--- config.mk ---
export PLATFORM = sky130hd
export DESIGN_NAME = websocket_frame_deframer
export DESIGN_NICKNAME = d
export VERILOG_FILES = /design/src/rtl/wsd_pkg.sv /design/src/rtl/wsd_front.sv /design/src/rtl/wsd_queue.sv /design/src/rtl/websocket_frame_deframer.sv
export SDC_FILE = /design/constraint.sdc
export NUM_CORES = 1
export LEC_CHECK = 0
export ABC_AREA = 1
export BUFFER_PORTS_ARGS = -buffer_cell sky130_fd_sc_hd__buf_2
export CAP_MARGIN = 5
export CORE_MARGIN = 8
export CORE_UTILIZATION = 40
export CTS_BUF_LIST = sky130_fd_sc_hd__clkbuf_2 sky130_fd_sc_hd__clkbuf_4 sky130_fd_sc_hd__clkbuf_8
export CTS_CLUSTER_DIAMETER = 200
export DETAILED_ROUTE_END_ITERATION = 10
export PLACE_DENSITY_LB_ADDON = 0.12
export SLEW_MARGIN = 10
export SYNTH_ARGS = -nofsm -noshare
export SYNTH_HDL_FRONTEND = slang
export SYNTH_SLANG_ARGS = --single-unit
--- constraint.sdc ---
create_clock -name clk -period 4.8 [get_ports clk]
set_clock_uncertainty 0.15 [all_clocks]
set_input_delay 0.96 -clock clk [delete_from_list [all_inputs] [get_ports clk]]
set_output_delay 0.96 -clock clk [all_outputs]
set_load 0.005 [all_outputs]
--- src/rtl/wsd_pkg.sv ---
// ----------------------------------------------------------------------------
// wsd_pkg
// Types and constants shared by the WebSocket frame deframer modules.
// ----------------------------------------------------------------------------
package wsd_pkg;

  localparam int LEN_W = 27;

  typedef enum logic [2:0] {
    PH_HDR0,
    PH_HDR1,
    PH_EXT,
    PH_MASK,
    PH_PAY,
    PH_HALT
  } phase_t;

  typedef enum logic [1:0] {
    KIND_DATA  = 2'd0,
    KIND_PING  = 2'd1,
    KIND_CLOSE = 2'd2,
    KIND_ERROR = 2'd3
  } kind_t;

  localparam logic [2:0] CAUSE_NONE       = 3'd0;
  localparam logic [2:0] CAUSE_UNMASKED   = 3'd1;
  localparam logic [2:0] CAUSE_TOO_LONG   = 3'd2;
  localparam logic [2:0] CAUSE_BAD_CTRL   = 3'd3;
  localparam logic [2:0] CAUSE_ORPHAN     = 3'd4;
  localparam logic [2:0] CAUSE_INTERLEAVE = 3'd5;

  localparam logic [3:0] OP_CONT   = 4'h0;
  localparam logic [3:0] OP_TEXT   = 4'h1;
  localparam logic [3:0] OP_BINARY = 4'h2;
  localparam logic [3:0] OP_CLOSE  = 4'h8;
  localparam logic [3:0] OP_PING   = 4'h9;
  localparam logic [3:0] OP_PONG   = 4'hA;

  localparam logic [6:0] LEN_EXT16 = 7'd126;
  localparam logic [6:0] LEN_EXT64 = 7'd127;
  localparam logic [6:0] LEN_CTRL_MAX = 7'd125;
  localparam logic [LEN_W-1:0] MAX_LEN_RESET = 27'd67108864;

  // one result word, as it travels through the queue
  typedef struct packed {
    logic [1:0] kind;
    logic       has_byte;
    logic [7:0] payload_byte;
    logic       is_binary;
    logic       frame_end;
    logic       message_end;
    logic [2:0] error_cause;
  } result_t;

endpackage

--- src/rtl/wsd_front.sv ---
// ----------------------------------------------------------------------------
// wsd_front
// Header parser and unmasker: takes one raw byte a cycle while in_take is
// high and produces at most one result word for it.
// ----------------------------------------------------------------------------
module wsd_front
  import wsd_pkg::*;
(
  input  logic             clk,
  input  logic             rst,
  input  logic             cfg_we,
  input  logic [LEN_W-1:0] cfg_data,
  input  logic             in_take,
  input  logic [7:0]       in_byte,
  output logic             res_valid,
  output result_t          res
);

  phase_t            phase, phase_next;
  logic              fin_bit;
  logic [3:0]        frame_opcode;
  logic [LEN_W-1:0]  length_low;   // low 27 bits of the length
  logic              length_big;   // any length bit above bit 26 was set
  logic [3:0]        length_bytes_left;
  logic [31:0]       mask_key;
  logic [LEN_W-1:0]  payload_left;
  logic [1:0]        mask_index;
  logic              in_fragment;
  logic              first_is_binary;
  logic [LEN_W-1:0]  max_frame_len;

  logic [1:0] fkind;
  logic       is_data, is_pong, is_ctrl;
  logic [31:0] key_full;
  logic       too_long, bad_ctrl, orphan, interleave;
  logic [7:0] ub;
  logic       last;

  // classify the current opcode
  always_comb begin
    is_pong = (frame_opcode == OP_PONG);
    is_data = (frame_opcode <= OP_BINARY);
    is_ctrl = (frame_opcode == OP_CLOSE) || (frame_opcode == OP_PING) || is_pong;
    if (is_data) fkind = KIND_DATA;
    else if (frame_opcode == OP_PING) fkind = KIND_PING;
    else fkind = KIND_CLOSE;
  end

  // header checks on the completed length and key
  always_comb begin
    key_full   = {mask_key[23:0], in_byte};
    too_long   = length_big || (length_low > max_frame_len);
    bad_ctrl   = is_ctrl && (!fin_bit || (length_low > LEN_W'(LEN_CTRL_MAX)));
    orphan     = (frame_opcode == OP_CONT) && !in_fragment;
    interleave = ((frame_opcode == OP_TEXT) || (frame_opcode == OP_BINARY)) && in_fragment;
    ub   = in_byte ^ mask_key[8*(3-mask_index) +: 8];
    last = (payload_left == LEN_W'(1));
  end

  // next phase
  always_comb begin
    phase_next = phase;
    unique case (phase)
      PH_HDR0: phase_next = PH_HDR1;
      PH_HDR1: begin
        if (!in_byte[7]) phase_next = PH_HALT;
        else if (in_byte[6:0] == LEN_EXT16 || in_byte[6:0] == LEN_EXT64)
          phase_next = PH_EXT;
        else phase_next = PH_MASK;
      end
      PH_EXT:  if (length_bytes_left == 4'd1) phase_next = PH_MASK;
      PH_MASK: begin
        if (mask_index == 2'd3) begin
          if (too_long || bad_ctrl || orphan || interleave) phase_next = PH_HALT;
          else if (length_low == '0) phase_next = PH_HDR0;
          else phase_next = PH_PAY;
        end
      end
      PH_PAY:  if (last) phase_next = PH_HDR0;
      PH_HALT: phase_next = PH_HALT;
      default: phase_next = PH_HDR0;
    endcase
  end

  // result word for this byte
  always_comb begin
    res_valid = 1'b0;
    res = '0;
    unique case (phase)
      PH_HDR1: begin
        if (!in_byte[7]) begin
          res_valid = in_take;
          res.kind = KIND_ERROR;
          res.error_cause = CAUSE_UNMASKED;
        end
      end
      PH_MASK: begin
        if (mask_index == 2'd3) begin
          res.kind = KIND_ERROR;
          if (too_long) begin
            res_valid = in_take; res.error_cause = CAUSE_TOO_LONG;
          end else if (bad_ctrl) begin
            res_valid = in_take; res.error_cause = CAUSE_BAD_CTRL;
          end else if (orphan) begin
            res_valid = in_take; res.error_cause = CAUSE_ORPHAN;
          end else if (interleave) begin
            res_valid = in_take; res.error_cause = CAUSE_INTERLEAVE;
          end else if (length_low == '0 && !is_pong) begin
            res_valid = in_take;
            res.kind = fkind;
            res.frame_end = 1'b1;
            res.is_binary = is_data &&
              ((frame_opcode == OP_CONT) ? first_is_binary : (frame_opcode == OP_BINARY));
            res.message_end = is_data && fin_bit;
          end
        end
      end
      PH_PAY: begin
        res_valid = in_take && !is_pong;
        res.kind = fkind;
        res.has_byte = 1'b1;
        res.payload_byte = ub;
        res.is_binary = is_data && first_is_binary;
        res.frame_end = last;
        res.message_end = last && is_data && fin_bit;
      end
      default: ;
    endcase
  end

  // config register
  always_ff @(posedge clk) begin
    if (rst) max_frame_len <= MAX_LEN_RESET;
    else if (cfg_we) max_frame_len <= cfg_data;
  end

  // advance parser state on each taken byte
  always_ff @(posedge clk) begin
    if (rst) begin
      phase <= PH_HDR0;
      in_fragment <= 1'b0;
      first_is_binary <= 1'b0;
      mask_index <= '0;
    end else if (in_take) begin
      phase <= phase_next;
      unique case (phase)
        PH_HDR0: begin
          fin_bit <= in_byte[7];
          frame_opcode <= in_byte[3:0];
        end
        PH_HDR1: begin
          mask_index <= '0;
          mask_key <= '0;
          length_big <= 1'b0;
          if (in_byte[6:0] == LEN_EXT16) begin
            length_low <= '0; length_bytes_left <= 4'd2;
          end else if (in_byte[6:0] == LEN_EXT64) begin
            length_low <= '0; length_bytes_left <= 4'd8;
          end else begin
            length_low <= LEN_W'(in_byte[6:0]); length_bytes_left <= 4'd0;
          end
        end
        PH_EXT: begin
          length_big <= length_big || (length_low[LEN_W-1:LEN_W-8] != 8'd0);
          length_low <= {length_low[LEN_W-9:0], in_byte};
          length_bytes_left <= length_bytes_left - 4'd1;
        end
        PH_MASK: begin
          mask_key <= key_full;
          mask_index <= mask_index + 2'd1;
          if (mask_index == 2'd3 && !(too_long || bad_ctrl || orphan || interleave)) begin
            payload_left <= length_low;
            if (frame_opcode == OP_CONT) begin
              if (fin_bit) in_fragment <= 1'b0;
            end else if (frame_opcode == OP_TEXT || frame_opcode == OP_BINARY) begin
              first_is_binary <= (frame_opcode == OP_BINARY);
              in_fragment <= !fin_bit;
            end
          end
        end
        PH_PAY: begin
          mask_index <= mask_index + 2'd1;
          payload_left <= payload_left - LEN_W'(1);
        end
        default: ;
      endcase
    end
  end

endmodule

--- src/rtl/wsd_queue.sv ---
// ----------------------------------------------------------------------------
// wsd_queue
// Two-entry result queue that decouples the parser from the output channel.
// ----------------------------------------------------------------------------
module wsd_queue
  import wsd_pkg::*;
(
  input  logic    clk,
  input  logic    rst,
  input  logic    push,
  input  result_t push_data,
  output logic    full,
  output logic    out_valid,
  input  logic    out_stall,
  output result_t out_data
);

  result_t     mem [2];
  logic        wr_ptr, rd_ptr;
  logic [1:0]  count;
  logic        pop;

  assign pop       = out_valid && !out_stall;
  assign out_valid = (count != 2'd0);
  assign full      = (count == 2'd2);
  assign out_data  = mem[rd_ptr];

  // hold words until the output side takes them
  always_ff @(posedge clk) begin
    if (push) mem[wr_ptr] <= push_data;
  end

  always_ff @(posedge clk) begin
    if (rst) begin
      wr_ptr <= 1'b0; rd_ptr <= 1'b0; count <= 2'd0;
    end else begin
      if (push) wr_ptr <= !wr_ptr;
      if (pop) rd_ptr <= !rd_ptr;
      count <= count + {1'b0, push} - {1'b0, pop};
    end
  end

endmodule

--- src/rtl/websocket_frame_deframer.sv ---
// ----------------------------------------------------------------------------
// websocket_frame_deframer
// Client-to-server WebSocket deframer: one raw byte in per cycle unless
// stalled, at most one tagged, unmasked result word out.
// ----------------------------------------------------------------------------
// Takes one byte per cycle while the queue is not full; every byte is parsed in
// the cycle it is accepted and its result word, if any, enters a two-entry
// queue. Input stalls only while that queue is full. After a protocol error
// the block emits one error word and then swallows all input until reset.
// Well-formed pong frames produce no output.
module websocket_frame_deframer
  import wsd_pkg::*;
(
  input  logic        clk,
  input  logic        rst,
  input  logic        cfg_we,
  input  logic [26:0] cfg_data,
  input  logic        in_valid,
  output logic        in_stall,
  input  logic [7:0]  byte_in,
  output logic        out_valid,
  input  logic        out_stall,
  output logic [1:0]  kind,
  output logic        has_byte,
  output logic [7:0]  payload_byte,
  output logic        is_binary,
  output logic        frame_end,
  output logic        message_end,
  output logic [2:0]  error_cause
);

  logic    in_take, res_valid, full;
  result_t res, q;

  assign in_stall = full;
  assign in_take  = in_valid && !full;

  wsd_front u_front (
    .clk, .rst, .cfg_we, .cfg_data, .in_take, .in_byte(byte_in),
    .res_valid, .res
  );

  wsd_queue u_queue (
    .clk, .rst, .push(res_valid), .push_data(res), .full,
    .out_valid, .out_stall, .out_data(q)
  );

  assign kind         = q.kind;
  assign has_byte     = q.has_byte;
  assign payload_byte = q.payload_byte;
  assign is_binary    = q.is_binary;
  assign frame_end    = q.frame_end;
  assign message_end  = q.message_end;
  assign error_cause  = q.error_cause;

endmodule

Word level (Yosys, flattened, before mapping)
Memory sizes are Yosys's and may differ from the RTL's. A register that Yosys moved wholly into a read port is not among the register bits.
Cells that the tools add are included.
{"block": "totals", "rom_bits": 0, "reg_bits": 134, "ram_bits": 34, "mem_count": 1, "latchBits": 0, "elab_cells": 159}
{"name": "u_queue.mem", "words": 2, "width": 17, "rd": 1, "rd_clocked_by_memory_dff": 1, "wr": 1, "line": "wsd_queue.sv:18", "source": "result_t mem [2];"}
{"block": "classes", "n_reduce_logical": 50, "n_lt_le_gt_ge": 3, "n_eq_ne": 21, "bitwise_logic": 3, "mul": 0, "div": 0, "muxes": 59, "shifts": 1, "addsub": 6}
{"cell": "27-bit one-hot mux with 2 select lines", "n": 2}
{"cell": "32-bit one-hot mux with 2 select lines", "n": 1}
{"cell": "27-bit 2-to-1 mux", "n": 2}
{"cell": "3-bit 2-to-1 mux", "n": 15}
{"cell": "32-bit by 33-bit indexed part select with 8-bit output", "n": 1}
{"cell": "27-bit by 1-bit equality test with 1-bit output (second input constant)", "n": 1}
{"cell": "27-bit greater-than comparator", "n": 1}
{"cell": "27-bit by 7-bit greater-than comparator with 1-bit output (second input constant)", "n": 1}
{"cell": "27-bit zero test", "n": 1}
{"cell": "27-bit by 1-bit subtractor with 27-bit output (second input constant)", "n": 1}
{"cell": "2-bit 2-to-1 mux", "n": 9}
{"cell": "3-bit one-hot mux with 6 select lines", "n": 1}
{"cell": "1-bit 2-to-1 mux", "n": 17}
{"cell": "7-bit equality test (second input constant)", "n": 2}
{"cell": "1-bit logical AND", "n": 13}
{"cell": "4-bit equality test (second input constant)", "n": 3}
{"cell": "3-bit one-hot mux with 2 select lines", "n": 2}
{"cell": "2-bit nonzero test", "n": 6}
{"cell": "1-bit logical OR", "n": 10}
{"cell": "2-bit by 1-bit != test with 1-bit output (second input constant)", "n": 5}
{"cell": "5-bit AND reduction", "n": 2}
{"cell": "9-bit 2-to-1 mux", "n": 1}
{"cell": "3-bit AND reduction", "n": 3}
{"cell": "4-bit by 1-bit equality test with 1-bit output (second input constant)", "n": 2}
{"cell": "28 further kinds", "n": 41}

Logic depth before layout (Yosys ltp)
{"block": "logic_depth", "word_depth": 12, "depth_mapped": 18}

By module
A second synthesis with hierarchy kept.
{"block": "unflattened", "cells_unflattened": 949, "area_unflattened_um2": 8662.1}
{"mod": "wsd_front", "instances": 1, "area_per_inst_um2": 7131.8, "cells_per_inst": 858}
{"mod": "wsd_queue", "instances": 1, "area_per_inst_um2": 1520.2, "cells_per_inst": 89}
{"mod": "websocket_frame_deframer", "instances": 1, "area_per_inst_um2": 10.0, "cells_per_inst": 2}

Least setup slack after synthesis
No wires, ideal clock.
{"block": "synth_path", "path_type": "input-to-reg", "startpoint": "in rst", "endpoint": "reg u_front.length_big (enable)", "arrival_ps": 2872, "slack_ps": 1347, "cell_stages": 4, "cell_sequence": "buf_2 -> nor2_1 -> inv_1 -> a21oi_1"}
{"block": "synth_via", "elab_chain_len": 2}
{"item": "start, declared", "line": "websocket_frame_deframer.sv:15", "source": "input logic rst,"}
{"item": "1-bit NOT (no source line)"}
{"item": "3-bit AND reduction (no source line)"}
{"item": "end signal, assigned", "line": "wsd_front.sv:164", "source": "length_big <= length_big || (length_low[LEN_W-1:LEN_W-8] != 8'd0);"}
{"item": "end, declared", "line": "wsd_front.sv:23", "source": "logic length_big;"}
No other way between the ends.
A chain may end at the register's enable or synchronous reset.

Final worst setup path
{"block": "layout_path", "startpoint": "reg u_front.length_low[26]", "endpoint": "mem u_queue.mem[1][12] (netlist bit) (enable)"}
{"block": "layout_via", "elab_chain_len": 11}
{"item": "start, declared", "line": "wsd_front.sv:22", "source": "logic [LEN_W-1:0] length_low;"}
{"item": "start signal, assigned", "line": "wsd_front.sv:165", "source": "length_low <= {length_low[LEN_W-9:0], in_byte};"}
{"item": "parallel branches: the longest is 6 deep, another holds 27-bit by 7-bit greater-than comparator with 1-bit output"}
{"item": "1-bit 2-to-1 mux (*)", "line": "wsd_front.sv:100", "source": "if (too_long) begin"}
{"item": "1-bit 2-to-1 mux (*)", "line": "wsd_front.sv:98", "source": "if (mask_index == 2'd3) begin"}
{"item": "1-bit one-hot mux with 3 select lines (*)", "line": "wsd_front.sv:89", "source": "unique case (phase)"}
{"item": "1-bit 2-to-1 mux (*)", "line": "wsd_queue.sv:30", "source": "if (push) mem[wr_ptr] <= push_data;"}
{"item": "1-bit 2-to-1 mux (implied by the code) (*)", "line": "wsd_queue.sv:30"}
{"item": "end, declared", "line": "wsd_queue.sv:18"}
Every way passes the cells marked *.

==> impl_table.tex <==
\begin{tabular}{lr}
\hline
Metric & Value \\
\hline
\multicolumn{2}{l}{\textbf{Clocking}} \\
\quad Clk\_lat worst skew & 0.45 ns \\
\quad Cts-stage hold buffer count & 0 \\
\quad Clock tree from TritonCTS & yes \\
\quad Clock root buffer & clkbuf\_8 \\
\quad Num CTS Buffers & 17 \\
\quad Gates resized, CTS repair & 0 \\
\quad Clock Path Buffers & 2 \\
\quad Clock net sink count & 169 \\
\quad Number of H-tree levels & 4 \\
\quad Setup bufs post-CTS & 0 \\
\quad Clock transition at path regs & 0.09 ns \\
\multicolumn{2}{l}{\textbf{Finish}} \\
\quad Net count of the finished layout & 1064 \\
\quad Filler Cells Inserted & 2111 \\
\quad Area used by multi-input combinational logic & between 3000 and 4000 µm² \\
\quad Leading cell types in the layout, fill and taps excluded & inv\_1 (139), nor2\_1 (132), edfxtp\_1 (130), nand2\_1 (110), o21ai\_0 (81) \\
\quad Core occupancy in the finished layout & 0.447 \\
\quad Register area & 4680 µm² \\
\quad Most common library cell in the layout ignoring fill and taps & inv\_1 \\
\quad Layout Area Growth over Synthesis & 11.4\% \\
\quad Number of diodes & 0 \\
\quad Layout cells sized above 1 & 0.165 \\
\multicolumn{2}{l}{\textbf{Die}} \\
\quad Area of the die & approximately 27000 µm² \\
\quad Die boundary height & 163 µm \\
\quad Top Ports & 59 \\
\quad Number of rows in the core area & 54 \\
\quad Die span in x & 163 µm \\
\quad Core box area & 21600 µm² \\
\quad Initial Util & 0.401 \\
\multicolumn{2}{l}{\textbf{Global route}} \\
\quad Overall track demand over capacity in global routing & 0.158 \\
\quad Vias in the first global route & 6126 \\
\quad Gr ovfl total & 0 \\
\quad First-pass GRT wire length & $\sim$33000 µm \\
\quad Met2 layer usage reported by global route & 0.239 \\
\quad Global routing's busiest layer & met2 \\
\quad Pin count of the biggest net entering global routing & 42 \\
\quad Met1 Usage GRT & 0.225 \\
\quad Met3 global-route usage & 0.0348 \\
\quad Antenna violations before repair & 0 \\
\multicolumn{2}{l}{\textbf{Detailed routing}} \\
\quad Number of iterations in the first detailed-routing pass & 5 \\
\quad Total routed wirelength & 20700 µm \\
\quad Wire length per cell & around 16 µm \\
\quad Drt first-iter violations & 517 \\
\quad Post-detailed-route via-to-cell ratio & 4.98 \\
\quad Remaining antenna violation count after routing & 0 \\
\quad Total number of vias & 6385 \\
\quad Number of DRC violations after detailed routing & 0 \\
\multicolumn{2}{l}{\textbf{Logic synthesis}} \\
\quad Most frequently used flop master after synthesis & edfxtp\_1 \\
\quad Share of synthesized area occupied by flip-flops and latches & 0.541 \\
\quad Area share of the largest cell type after synthesis & 0.451 \\
\quad Multiplexer share of the synthesized area & 0.0221 \\
\quad Synth warnings & 0 \\
\quad Ranking of synthesized cells by area & edfxtp\_1 (45\%), dfxtp\_1 (9.0\%), inv\_1 (6.0\%), nor2\_1 (5.8\%), ha\_1 (4.9\%) \\
\quad Synthesis-stage register bit count & 169 \\
\quad Largest family of logic cells by synthesized area & simple AND/OR/NAND/NOR gates \\
\quad Cell type with the largest total area after synthesis & edfxtp\_1 \\
\quad Post-synthesis simple-gate area fraction & 0.183 \\
\quad Mapped Cells & 932 \\
\quad Net count after synthesis & 1006 \\
\quad Synthesized area per cell & 9.28 µm² \\
\quad Adder-Cell Fraction of Synth Area & 0.0492 \\
\quad Post-synth design cell area & 8650 µm² \\
\quad Share of flip-flops with an asynchronous set or reset & 0 \\
\quad Post-synth EDFFs & 130 \\
\quad Share of the synthesized netlist area taken by xor and xnor gates & 0.0121 \\
\quad Count of different cell masters after synthesis & 49 \\
\quad Synthesized-area fraction occupied by ao, oa, aoi and oai cells & 0.115 \\
\multicolumn{2}{l}{\textbf{Outcome}} \\
\quad Run status & complete, no violations \\
\multicolumn{2}{l}{\textbf{Timing}} \\
\quad Fin Setup TNS & 0 ns \\
\quad Worst slew slack as a fraction of its limit & 0.275 \\
\quad Final count of pins violating max slew & 0 \\
\quad Final setup viols & 0 \\
\quad Setup repair after global routing missed its margin & no \\
\quad Transition time at the pin with the least slew margin & 1.09 ns \\
\quad Highest achievable clock rate & 0.322 GHz \\
\quad Portion of the clock cycle consumed by the worst path in the final layout & 0.648 \\
\quad Post-layout minimum cycle time & between 3 and 4 ns \\
\quad Hold Violations, Final & 0 \\
\multicolumn{2}{l}{\textbf{Critical path}} \\
\quad Kind of launch point of the worst setup path & register \\
\quad Critical path class & reg -> reg \\
\quad CP Data Arrival Time & a little over 3 ns \\
\quad Worst path required time & 4.72 ns \\
\quad Max FO, Critical Path & 17 \\
\quad Critical path capture point type & register \\
\multicolumn{2}{l}{\textbf{Run}} \\
\quad Maximum Capacitance Violations & 0 \\
\multicolumn{2}{l}{\textbf{Min path}} \\
\quad Worst Hold Class & reg -> reg \\
\multicolumn{2}{l}{\textbf{Place}} \\
\quad Final Wtd Congestion & 0.837 \\
\quad Post-DP HPWL & 15000 µm \\
\quad Port Buffers & 58 \\
\multicolumn{2}{l}{\textbf{Pwr}} \\
\quad PD cells & 345 nW/µm² \\
\quad LEAKAGE & $\sim$0.0039 µW \\
\quad Largest vdd supply drop & 168 µV \\
\hline
\end{tabular}
-- flip-flops by register name (all words and copies together), names as in the netlist, 2 cells and up, named ones only --
name                       flops
u_front.frame_opcode           4
u_front.payload_left          27
u_front.length_low            27
u_front.mask_index             2
u_front.max_frame_len         27
u_front.length_bytes_left      4
u_front.phase                  3
u_queue.count                  2
u_queue.mem                   34
u_front.mask_key              32
-- cell families (layout without fill, tap and decap cells) --
kind of cell / Yosys count / after routing
AND/OR/NAND/NOR: 337 / 337
AO/OA/AOI/OAI: 186 / 186
buffers and inverters: 177 / 248
flip-flops: 169 / 169
adder cells (fa/ha/maj): 34 / 34
multiplexers: 17 / 17
XOR/XNOR: 12 / 12
-- Yosys cell counts (2+ instances only) --
master,count
and2_1,2
a31oi_1,13
buf_1,5
nor3_1,9
a21o_1,3
nand2_2,7
nand4_1,15
a21oi_1,62
nor2_2,7
edfxtp_1,130
clkbuf_1,18
ha_1,34
nor2_4,9
dfxtp_1,39
nor2_1,133
a21oi_2,2
inv_1,139
o21ai_0,81
buf_2,4
nand2_1,110
nand3_1,23
o21ai_1,9
inv_2,11
xor2_1,8
mux2_2,17
nor3_2,2
or2_2,2
nor4_1,4
o22ai_1,8
xnor2_1,4
a22oi_1,4
-- worst max-delay path, cell delays in order (launching register included) --
cell and delay [ns]:
edfxtp_1 0.44, ha_1 0.33, nand2_1 0.07, nor2_1 0.14, nand2_1 0.09, nor2_1 0.13, nor2b_1 0.15, nand2_1 0.06
nand2_1 0.07, nand2_2 0.09, nand4_1 0.08, nand2_1 0.09, a21oi_2 0.82
-- report_power, final --
part,switching (µW),internal [µW],leakage (µW)
Combinational,372,225,0.00224
Sequential,77.1,1690,0.00152
Clock,540,418,0.000179
Total,990,2330,0.00394
-- per-stage QoR --
| step | instances | total power, µW | instance area, µm² | hold WS (ns) | setup WS (ns) |
|---|---|---|---|---|---|
| floorplan | 932 | 2180 | 8650 | 0.272 | 1.35 |
| global placement | 1251 | 2400 | 9270 | 0.285 | 1.74 |
| detailed placement | 1251 | 2400 | 9270 | 0.291 | 1.69 |
| CTS | 1283 | 3360 | 9630 | 0.305 | 1.66 |
| global route | 1283 | 3490 | 9630 | 0.326 | 1.41 |
| finish | 1283 | 3320 | 9630 | 0.304 | 1.69 |
-- metal layers --
layer	wire length (µm)	part of all wire	up-vias
li1	-	-	3251
met5	0	0	-
met1	10500	0.51	2980
met4	146	0.0071	0
met3	827	0.040	10
met2	9220	0.45	144
-- worst paths after layout --
| path | to | startpoint | slack [ns] | cells past startpoint |
|---|---|---|---|---|
| worst max-delay path | u_queue.mem[1][12] | u_front.length_low[26] | 1.69 | 12 |
| worst min-delay path | u_queue.count[1] | u_queue.count[1] | 0.30 | 1 |
| worst max register to register | u_queue.mem[1][12] | u_front.length_low[26] | 1.69 | 12 |
| worst min register to register | u_queue.count[1] | u_queue.count[1] | 0.30 | 1 |
-- area by class of cell --
type / instances / area share
repair buffers: 66 / 0.0364
flip-flops and latches: 169 / 0.486
inverters: 150 / 0.0584
clock inverters: 14 / 0.0127
multi-input cells: 586 / 0.345
well taps: 280 / 0.0364
clock buffers: 18 / 0.0251
No activity file was read; power rests on OpenSTA's default activity.
